File: config.mk
export PLATFORM = sky130hd
export DESIGN_NAME = heater_load_protection_monitor_top
export DESIGN_NICKNAME = d
export VERILOG_FILES = /design/src/sv/hlpm_pkg.sv /design/src/sv/hlpm_window.sv /design/src/sv/hlpm_out.sv /design/src/sv/heater_load_protection_monitor_top.sv
export SDC_FILE = /design/constraint.sdc
export NUM_CORES = 1
export LEC_CHECK = 0
export BUFFER_PORTS_ARGS = -buffer_cell sky130_fd_sc_hd__buf_2
export CAP_MARGIN = 20
export CORE_ASPECT_RATIO = 1.75
export CORE_MARGIN = 4
export CORE_UTILIZATION = 40
export DETAILED_ROUTE_END_ITERATION = 8
export PLACE_DENSITY_LB_ADDON = 0.3
export SETUP_SLACK_MARGIN = 0.05
export SLEW_MARGIN = 0
export SYNTH_ARGS = -nofsm -noshare
export SYNTH_HDL_FRONTEND = slang
export SYNTH_SLANG_ARGS = --single-unit
File: constraint.sdc
create_clock -name clock -period 18 [get_ports clock]
set_input_delay 3.6 -clock clock [delete_from_list [all_inputs] [get_ports clock]]
set_output_delay 3.6 -clock clock [all_outputs]
set_load 0.005 [all_outputs]
File: src/sv/hlpm_pkg.sv
package hlpm_pkg;

   localparam int MV_W    = 12;
   localparam int RUN_W   = 11;
   localparam int TICK_W  = 4;
   localparam int COUNT_W = 8;
   localparam int CSR_IDX_W = 3;

   localparam int LOAD_MAX = 4095;

   localparam logic [RUN_W-1:0]   EMPTY_RUN_FLAG = 11'd20;
   localparam logic [RUN_W-1:0]   EMPTY_RUN_CAP  = 11'd2000;
   localparam logic [TICK_W-1:0]  TICK_MAX       = 4'd15;
   localparam logic [COUNT_W-1:0] COUNT_MAX      = 8'd255;

   localparam int EMPTY_THR_RESET = 200;
   localparam logic [TICK_W-1:0]  EMPTY_TICK_LIMIT_RESET = 4'd12;
   localparam logic [MV_W-1:0]    OT_THR_RESET           = 12'd692;
   localparam logic [COUNT_W-1:0] OT_COUNT_RESET         = 8'd10;
   localparam logic [MV_W-1:0]    OC_LIMIT_RESET         = 12'd2900;
   localparam logic [COUNT_W-1:0] OC_COUNT_RESET         = 8'd3;

   typedef enum logic {
      KIND_SAMPLE = 1'b0,
      KIND_TICK   = 1'b1
   } kind_type;

   typedef enum logic [CSR_IDX_W-1:0] {
      CSR_EMPTY_THR   = 3'd0,
      CSR_EMPTY_TICKS = 3'd1,
      CSR_OT_THR      = 3'd2,
      CSR_OT_COUNT    = 3'd3,
      CSR_OC_LIMIT    = 3'd4,
      CSR_OC_COUNT    = 3'd5
   } csr_index_type;

   typedef struct packed {
      logic take;
      logic clear;
   } win_ctrl_type;

   typedef struct packed {
      logic empty_flag;
      logic overcurrent_shutdown;
      logic overtemp_shutdown;
      logic empty_shutdown;
   } flags_type;

endpackage

File: src/sv/hlpm_window.sv
module hlpm_window
   import hlpm_pkg::*;
#(
   parameter int WINDOW_LEN = 20,
   parameter int SUM_W = 15
) (
   input  logic             clock,
   input  logic             reset,
   input  win_ctrl_type     ctrl,
   input  logic [MV_W-1:0]  load_mv,
   output logic [SUM_W-1:0] sum_out
);

   localparam int POS_W = $clog2(WINDOW_LEN);

   logic [MV_W-1:0]       mem [WINDOW_LEN];
   logic [MV_W-1:0]       rdata_ff;
   logic [WINDOW_LEN-1:0] valid_ff, valid_in;
   logic [MV_W-1:0]       base_ff, base_in;
   logic [SUM_W-1:0]      sum_ff, sum_in;
   logic [POS_W-1:0]      pos_ff, pos_in;
   logic                  primed_ff, primed_in;
   logic [MV_W-1:0]       old_val;
   logic [SUM_W-1:0]      prime_sum;

   // slots not written since the last fill read as the fill value
   assign old_val   = valid_ff[pos_ff] ? rdata_ff : base_ff;
   assign prime_sum = SUM_W'(load_mv) * SUM_W'(WINDOW_LEN);

   always_comb begin
      valid_in  = valid_ff;
      base_in   = base_ff;
      sum_in    = sum_ff;
      pos_in    = pos_ff;
      primed_in = primed_ff;
      if (ctrl.clear) begin
         valid_in = '0;
         base_in  = '0;
         sum_in   = '0;
      end else if (ctrl.take) begin
         primed_in = 1'b1;
         pos_in    = (pos_ff == POS_W'(WINDOW_LEN - 1)) ? '0 : pos_ff + 1'b1;
         if (!primed_ff) begin
            valid_in         = '0;
            valid_in[pos_ff] = 1'b1;
            base_in          = load_mv;
            sum_in           = prime_sum;
         end else begin
            valid_in[pos_ff] = 1'b1;
            sum_in           = sum_ff - SUM_W'(old_val) + SUM_W'(load_mv);
         end
      end
   end

   assign sum_out = sum_in;

   always_ff @(posedge clock) begin
      if (reset) begin
         valid_ff  <= '0;
         base_ff   <= '0;
         sum_ff    <= '0;
         pos_ff    <= '0;
         primed_ff <= 1'b0;
      end else begin
         valid_ff  <= valid_in;
         base_ff   <= base_in;
         sum_ff    <= sum_in;
         pos_ff    <= pos_in;
         primed_ff <= primed_in;
      end
   end

   // write current slot, prefetch the slot used by the next word
   always_ff @(posedge clock) begin
      if (ctrl.take) begin
         mem[pos_ff] <= load_mv;
      end
      rdata_ff <= mem[pos_in];
   end

endmodule

File: src/sv/hlpm_out.sv
module hlpm_out
   import hlpm_pkg::*;
#(
   parameter int WINDOW_LEN = 20,
   parameter int SUM_W = 15
) (
   input  logic             clock,
   input  logic             reset,
   input  logic             in_valid,
   output logic             in_ready,
   input  flags_type        in_flags,
   input  logic [SUM_W-1:0] in_sum,
   output logic             rsp_tvalid,
   input  logic             rsp_tready,
   output logic [15:0]      rsp_tdata
);

   // divide by the window length through a reciprocal multiply
   localparam int DIV_L  = $clog2(WINDOW_LEN);
   localparam int DIV_S  = SUM_W + DIV_L;
   localparam int M_W    = SUM_W + 1;
   localparam int PROD_W = SUM_W + M_W;
   localparam longint unsigned DIV_NUM =
      (64'd1 << DIV_S) + 64'(WINDOW_LEN) - 64'd1;
   localparam logic [M_W-1:0] DIV_M = M_W'(DIV_NUM / 64'(WINDOW_LEN));

   logic              valid_ff;
   flags_type         flags_ff;
   logic [MV_W-1:0]   avg_ff, avg_in;
   logic [PROD_W-1:0] prod;

   assign prod     = PROD_W'(in_sum) * PROD_W'(DIV_M);
   assign avg_in   = prod[DIV_S +: MV_W];
   assign in_ready = !valid_ff || rsp_tready;

   always_ff @(posedge clock) begin
      if (reset) begin
         valid_ff <= 1'b0;
      end else if (in_ready) begin
         valid_ff <= in_valid;
      end
   end

   always_ff @(posedge clock) begin
      if (in_ready && in_valid) begin
         flags_ff <= in_flags;
         avg_ff   <= avg_in;
      end
   end

   assign rsp_tvalid = valid_ff;
   assign rsp_tdata  = {flags_ff.empty_flag, avg_ff, flags_ff.overcurrent_shutdown,
                        flags_ff.overtemp_shutdown, flags_ff.empty_shutdown};

endmodule

File: src/sv/heater_load_protection_monitor_top.sv
// Each req word passes through the input, update and average stages, which each hold a word.
// Throughput: one word per cycle, as long as rsp_tready does not hold the output back.
// The window update and counter checks finish in the update stage; the average
// is a reciprocal multiply in the output stage.
// Reset (synchronous, active high) empties the pipeline, zeroes the window and
// counters and loads the register defaults; no clearing pass is needed.
module heater_load_protection_monitor_top
   import hlpm_pkg::*;
#(
   parameter int WINDOW_LEN = 20
) (
   input  logic                 clock,
   input  logic                 reset,
   input  logic                 req_tvalid,
   output logic                 req_tready,
   input  logic [31:0]          req_tdata,  // load_mv, temp_mv, preheat_done, heater_on
   input  logic                 req_tuser,  // kind
   output logic                 rsp_tvalid,
   input  logic                 rsp_tready,
   output logic [15:0]          rsp_tdata,  // empty_shutdown, overtemp_shutdown,
                                            // overcurrent_shutdown, load_average, empty_flag
   input  logic                 csr_we,
   input  logic [CSR_IDX_W-1:0] csr_index,
   input  logic [MV_W-1:0]      csr_wdata
);

   localparam int SUM_W = $clog2(LOAD_MAX * WINDOW_LEN + 1);

   // config
   logic [SUM_W-1:0]   empty_thr_w_ff;
   logic [TICK_W-1:0]  empty_tick_limit_ff;
   logic [MV_W-1:0]    ot_thr_ff;
   logic [COUNT_W-1:0] ot_count_ff;
   logic [MV_W-1:0]    oc_limit_ff;
   logic [COUNT_W-1:0] oc_count_ff;

   // input stage
   logic               s1_valid_ff;
   kind_type           s1_kind_ff;
   logic [MV_W-1:0]    s1_load_ff;
   logic [MV_W-1:0]    s1_temp_ff;
   logic               s1_preheat_ff;
   logic               s1_heater_ff;

   // update stage
   logic               s2_valid_ff;
   flags_type          s2_flags_ff, s2_flags_in;
   logic [SUM_W-1:0]   s2_sum_ff;

   // counters
   logic [RUN_W-1:0]   er_ff, er_in, er_base;
   logic [TICK_W-1:0]  ticks_ff, ticks_in, tick_step;
   logic [COUNT_W-1:0] hot_ff, hot_in, hot_step;
   logic [COUNT_W-1:0] ovl_ff, ovl_in, ovl_step;

   logic               s2_ready, out_ready, adv;
   win_ctrl_type       win_ctrl;
   logic [SUM_W-1:0]   win_sum;

   always_ff @(posedge clock) begin
      if (reset) begin
         empty_thr_w_ff      <= SUM_W'(EMPTY_THR_RESET * WINDOW_LEN);
         empty_tick_limit_ff <= EMPTY_TICK_LIMIT_RESET;
         ot_thr_ff           <= OT_THR_RESET;
         ot_count_ff         <= OT_COUNT_RESET;
         oc_limit_ff         <= OC_LIMIT_RESET;
         oc_count_ff         <= OC_COUNT_RESET;
      end else if (csr_we) begin
         case (csr_index_type'(csr_index))
            CSR_EMPTY_THR: begin
               // kept pre-scaled so the empty check compares against the sum
               empty_thr_w_ff <= SUM_W'(csr_wdata) * SUM_W'(WINDOW_LEN);
            end
            CSR_EMPTY_TICKS: empty_tick_limit_ff <= csr_wdata[TICK_W-1:0];
            CSR_OT_THR:      ot_thr_ff           <= csr_wdata;
            CSR_OT_COUNT:    ot_count_ff         <= csr_wdata[COUNT_W-1:0];
            CSR_OC_LIMIT:    oc_limit_ff         <= csr_wdata;
            CSR_OC_COUNT:    oc_count_ff         <= csr_wdata[COUNT_W-1:0];
            default: ;
         endcase
      end
   end

   assign s2_ready   = !s2_valid_ff || out_ready;
   assign req_tready = !s1_valid_ff || s2_ready;
   assign adv        = s1_valid_ff && s2_ready;

   always_ff @(posedge clock) begin
      if (reset) begin
         s1_valid_ff <= 1'b0;
      end else if (req_tready) begin
         s1_valid_ff <= req_tvalid;
      end
   end

   always_ff @(posedge clock) begin
      if (req_tready && req_tvalid) begin
         s1_kind_ff    <= kind_type'(req_tuser);
         s1_load_ff    <= req_tdata[11:0];
         s1_temp_ff    <= req_tdata[23:12];
         s1_preheat_ff <= req_tdata[24];
         s1_heater_ff  <= req_tdata[25];
      end
   end

   assign tick_step = (ticks_ff < TICK_MAX) ? ticks_ff + 1'b1 : ticks_ff;
   assign hot_step  = (hot_ff < COUNT_MAX) ? hot_ff + 1'b1 : hot_ff;
   assign ovl_step  = (ovl_ff < COUNT_MAX) ? ovl_ff + 1'b1 : ovl_ff;
   assign er_base   = (er_ff > EMPTY_RUN_CAP) ? EMPTY_RUN_FLAG : er_ff;

   always_comb begin
      er_in       = er_ff;
      ticks_in    = ticks_ff;
      hot_in      = hot_ff;
      ovl_in      = ovl_ff;
      win_ctrl    = '0;
      s2_flags_in = '0;
      case (s1_kind_ff)
         KIND_TICK: begin
            if (er_ff > EMPTY_RUN_FLAG) begin
               if (tick_step >= empty_tick_limit_ff) begin
                  s2_flags_in.empty_shutdown = 1'b1;
                  win_ctrl.clear             = adv;
                  ticks_in                   = '0;
                  er_in                      = '0;
               end else begin
                  ticks_in = tick_step;
               end
            end else begin
               ticks_in = '0;
            end
         end
         KIND_SAMPLE: begin
            if (s1_preheat_ff) begin
               win_ctrl.take = adv;
               er_in = (win_sum < empty_thr_w_ff) ? er_base + 1'b1 : '0;
            end
            hot_in = (s1_temp_ff < ot_thr_ff) ? hot_step : '0;
            if (hot_in > ot_count_ff && s1_heater_ff) begin
               hot_in                        = '0;
               s2_flags_in.overtemp_shutdown = 1'b1;
            end
            if (s1_load_ff > oc_limit_ff) begin
               ovl_in                           = ovl_step;
               s2_flags_in.overcurrent_shutdown = (ovl_step > oc_count_ff);
            end else begin
               ovl_in = '0;
            end
         end
         default: ;
      endcase
      s2_flags_in.empty_flag = (er_in > EMPTY_RUN_FLAG);
   end

   always_ff @(posedge clock) begin
      if (reset) begin
         er_ff    <= '0;
         ticks_ff <= '0;
         hot_ff   <= '0;
         ovl_ff   <= '0;
      end else if (adv) begin
         er_ff    <= er_in;
         ticks_ff <= ticks_in;
         hot_ff   <= hot_in;
         ovl_ff   <= ovl_in;
      end
   end

   always_ff @(posedge clock) begin
      if (reset) begin
         s2_valid_ff <= 1'b0;
      end else if (s2_ready) begin
         s2_valid_ff <= s1_valid_ff;
      end
   end

   always_ff @(posedge clock) begin
      if (adv) begin
         s2_flags_ff <= s2_flags_in;
         s2_sum_ff   <= win_sum;
      end
   end

   hlpm_window #(
      .WINDOW_LEN (WINDOW_LEN),
      .SUM_W      (SUM_W)
   ) u_window (
      .clock   (clock),
      .reset   (reset),
      .ctrl    (win_ctrl),
      .load_mv (s1_load_ff),
      .sum_out (win_sum)
   );

   hlpm_out #(
      .WINDOW_LEN (WINDOW_LEN),
      .SUM_W      (SUM_W)
   ) u_out (
      .clock      (clock),
      .reset      (reset),
      .in_valid   (s2_valid_ff),
      .in_ready   (out_ready),
      .in_flags   (s2_flags_ff),
      .in_sum     (s2_sum_ff),
      .rsp_tvalid (rsp_tvalid),
      .rsp_tready (rsp_tready),
      .rsp_tdata  (rsp_tdata)
   );

endmodule

==> results.json <==
{
  "hold_class": "reg -> reg",
  "start_kind": "input port",
  "setup-violations-final": 0,
  "placementRows": 123,
  "synth_nets": 2685,
  "port_buffers": 64,
  "synth_mux_area_share_pct": 5.76,
  "holdBufCountCts": 0,
  "max_freq_mhz": 125,
  "grt_max_degree": 82,
  "rsz0062_at_grt": "no",
  "synth_top_family_by_area": "adder cells",
  "synthCells": 2279,
  "synth_cell_type_count": 78,
  "crit_buf_inv": 2,
  "gr-usage-all-layers_pct": 17.7,
  "routedWlPerCell_um": 19.4,
  "postSynthAreaPerCell_um2": 11.4,
  "numClockSinks": 464,
  "synth.ff_latch_count": 464,
  "cts_resized": 0,
  "synth-compound-area-share_pct": 9.16,
  "crit_type": "in -> out",
  "hold_ws_ns": 0.417,
  "finalWirelength_mm": 61.8,
  "ys_seq_area_share_pct": 47.3,
  "clockRootBuffer": "clkbuf_16",
  "worstPathRequired_ns": 14.40,
  "tightest_slew_ns": 1.20,
  "fin_crit_ns": 8.02,
  "cts_buffers": 44,
  "syn-cell-area_um2": 26100,
  "crit_path_max_incr_delay_ns": 0.41,
  "cpMostUsedCell": "buf_2",
  "peakVddDrop_mv": 0.0792,
  "critPathArrivalTime_ns": 4.42,
  "vias": 17200,
  "clock_latency_ns": 0.61,
  "grt_overflow": 0,
  "yosysWarnings": 0,
  "path_max_fanout": 5,
  "grt_pass1_vias": 18200,
  "critPathCaptureType": "primary output",
  "leakage_nw": 11.7,
  "drc_errors": 0,
  "power.total_mw": 3.05,
  "path_cells": "buf_2, and3b_1, nand2_1, buf_2",
  "grt_first_pass_wirelength_mm": 97.9,
  "core_area_um2": 64500,
  "clk_pin_slew_worst_paths_ns": 0.06,
  "synth_edf_count": 304,
  "place.gp.congestion": 0.880,
  "antennaDiodeCount": 0,
  "slowest_stage": "and3b_1",
  "drtAntennaViolNets": 0,
  "cp_top_family": "simple AND/OR/NAND/NOR gates",
  "place_hpwl_mm": 44.3,
  "dieArea_um2": 69500,
  "synthSimpleGateAreaFrac_pct": 11.2,
  "dr.pass1.iters": 5,
  "cts_setup_buffers": 0,
  "cts_tree": "built",
  "viasPerCell": 5.41,
  "synth_fa_ha_area_share_pct": 19.9,
  "hold_viol_final": 0,
  "synth_ff_type": "edfxtp_1",
  "async_flop_share_pct": 0,
  "post-route-period-util_pct": 44.6,
  "finalMaxSlewViolations": 0,
  "drtIter0Drc": 936,
  "die_y_um": 346,
  "nFillCells": 5902,
  "drv_cap": 0,
  "syn2layout_area_growth_pct": 10.5,
  "drive_gt1_share_pct": 10.8,
  "antenna_found_initial": 0,
  "run_status": "finished, final reports clean",
  "dieWidth_um": 201,
  "p_per_area_nw_per_um2": 106,
  "cts_buffer_depth": 3,
  "cts_htree_levels": 2,
  "max_slew_margin_pct": 20.2,
  "fin_setup_tns_ns": 0,
  "synthXorXnorAreaFrac_pct": 1.85,
  "start_util_pct": 40.4,
  "io_pins": 71,
  "clock_skew_ns": 0.0178,
  "final_nets": 2741
}
-- placed cells by master (no fill, tap or decap), types with 20 or more instances in the layout --
master / n
xnor2_1: 37
o211ai_1: 33
o21ai_0: 43
mux2i_1: 23
nor3_1: 40
mux4_2: 54
and2_1: 20
fa_1: 102
nand3_1: 35
buf_4: 25
edfxtp_1: 304
buf_2: 64
and3_1: 29
a21oi_1: 173
dfxtp_1: 160
ha_1: 251
clkbuf_16: 45
nor2_1: 149
nand2_1: 242
inv_1: 232
nand2b_1: 20
or3_1: 21
a211oi_1: 21
a21o_1: 30
-- synth_stat cells (12+ instances only) --
| master | count | area share, % |
|---|---|---|
| and3_1 | 29 | 0.70 |
| nor3_1 | 41 | 0.79 |
| xnor2_1 | 38 | 1.3 |
| a211oi_1 | 21 | 0.60 |
| nand2_1 | 242 | 3.5 |
| o21ai_0 | 43 | 0.83 |
| o211ai_1 | 33 | 0.95 |
| nor2b_1 | 15 | 0.36 |
| mux4_2 | 54 | 4.7 |
| a311oi_1 | 12 | 0.40 |
| clkbuf_1 | 58 | 0.84 |
| nor2_1 | 149 | 2.1 |
| fa_1 | 102 | 7.8 |
| buf_2 | 13 | 0.25 |
| and2_1 | 20 | 0.48 |
| or3_1 | 21 | 0.50 |
| nand3_1 | 35 | 0.67 |
| a21o_1 | 30 | 0.86 |
| nand4_1 | 16 | 0.38 |
| a21oi_1 | 174 | 3.3 |
| xor2_1 | 14 | 0.47 |
| nand2b_1 | 20 | 0.48 |
| ha_1 | 251 | 12 |
| mux2i_1 | 24 | 0.92 |
| edfxtp_1 | 304 | 35 |
| inv_1 | 232 | 3.3 |
| dfxtp_1 | 160 | 12 |
-- final timing paths --
check / startpoint / endpoint / slack [ns] / depth (start not counted)
worst min register to register: s2_flags_ff[2] / u_out.rsp_tdata[2] / 0.42 / 0
worst min-delay path: s2_flags_ff[2] / u_out.rsp_tdata[2] / 0.42 / 0
worst max register to register: u_window.pos_ff[0] / er_ff[8] / 10.04 / 28
worst max-delay path: rsp_tready / req_tready / 9.98 / 4
-- per-layer routing --
| layer | GRT usage (%) | part of all wire, % |
|---|---|---|
| met1 | 19.8 | 38 |
| met5 | 0 | 0 |
| met4 | 9.34 | 5.7 |
| met3 | 2.45 | 3.9 |
| met2 | 32.6 | 52 |
-- state kept, by name, summed over array words and instances, names as in the netlist, 5 cells and up --
register           flops
empty_thr_w_ff        15
er_ff                 11
hot_ff                 8
oc_count_ff            8
oc_limit_ff           12
ot_count_ff            8
ot_thr_ff             12
ovl_ff                 8
s1_load_ff            12
s1_temp_ff            12
s2_sum_ff             17
u_out.avg_ff          12
u_window.base_ff      12
u_window.mem         240
u_window.pos_ff        5
u_window.rdata_ff     12
u_window.sum_ff       17
u_window.valid_ff     20
-- kinds of logic (layout without fill, tap and decap cells) --
kind of cell / count (synthesis) / after routing
muxes: 82 / 82
DFF: 464 / 464
xor gates and xnor gates: 53 / 53
AOI/OAI and AO/OA: 382 / 382
and+or+nand+nor: 629 / 629
buffers and inverters: 316 / 408
adders and majority gates: 353 / 353
-- stage by stage --
step / worst slack (ns) / std cells / area [um2] / util [%]
detailed placement: 9.65 / 3099 / 27300 / 42.3
global route: 9.60 / 3183 / 28800 / 44.7
finish: 9.98 / 3183 / 28800 / 44.7
global placement: 9.73 / 3098 / 27300 / 42.3
CTS: 9.99 / 3181 / 28800 / 44.6
floorplan: 10.41 / 2279 / 26100 / -
-- power by group --
group	total, mW	internal (mW)	leakage [nW]	switching [mW]
combinational	0.889	0.388	6.88	0.501
sequential	1.21	1.19	4.07	0.0177
clock	0.952	0.523	0.720	0.428
total	3.05	2.10	11.7	0.947
-- layout make-up --
type                    count  area [um2]  area share [%]
flip-flops and latches    464       12300            42.8
repair buffers             92         578            2.01
clock inverters            30         299            1.04
clock buffers              52        1180            4.10
inverters                 234         878            3.05
multi-input cells        1499       12500            43.5
well taps                 812        1020            3.53
-- worst register-to-register path, delay by kind of cell, from the launching register on --
| kind | cells | cell delay, ns |
|---|---|---|
| xor+xnor | 1 | 0.16 |
| mux | 3 | 1.46 |
| buf+inv | 2 | 0.31 |
| flops | 1 | 0.80 |
| fa+ha+maj | 4 | 1.17 |
| compound gates | 12 | 2.59 |
| simple gates | 6 | 1.37 |
No activity file was read; power rests on OpenSTA's default activity.
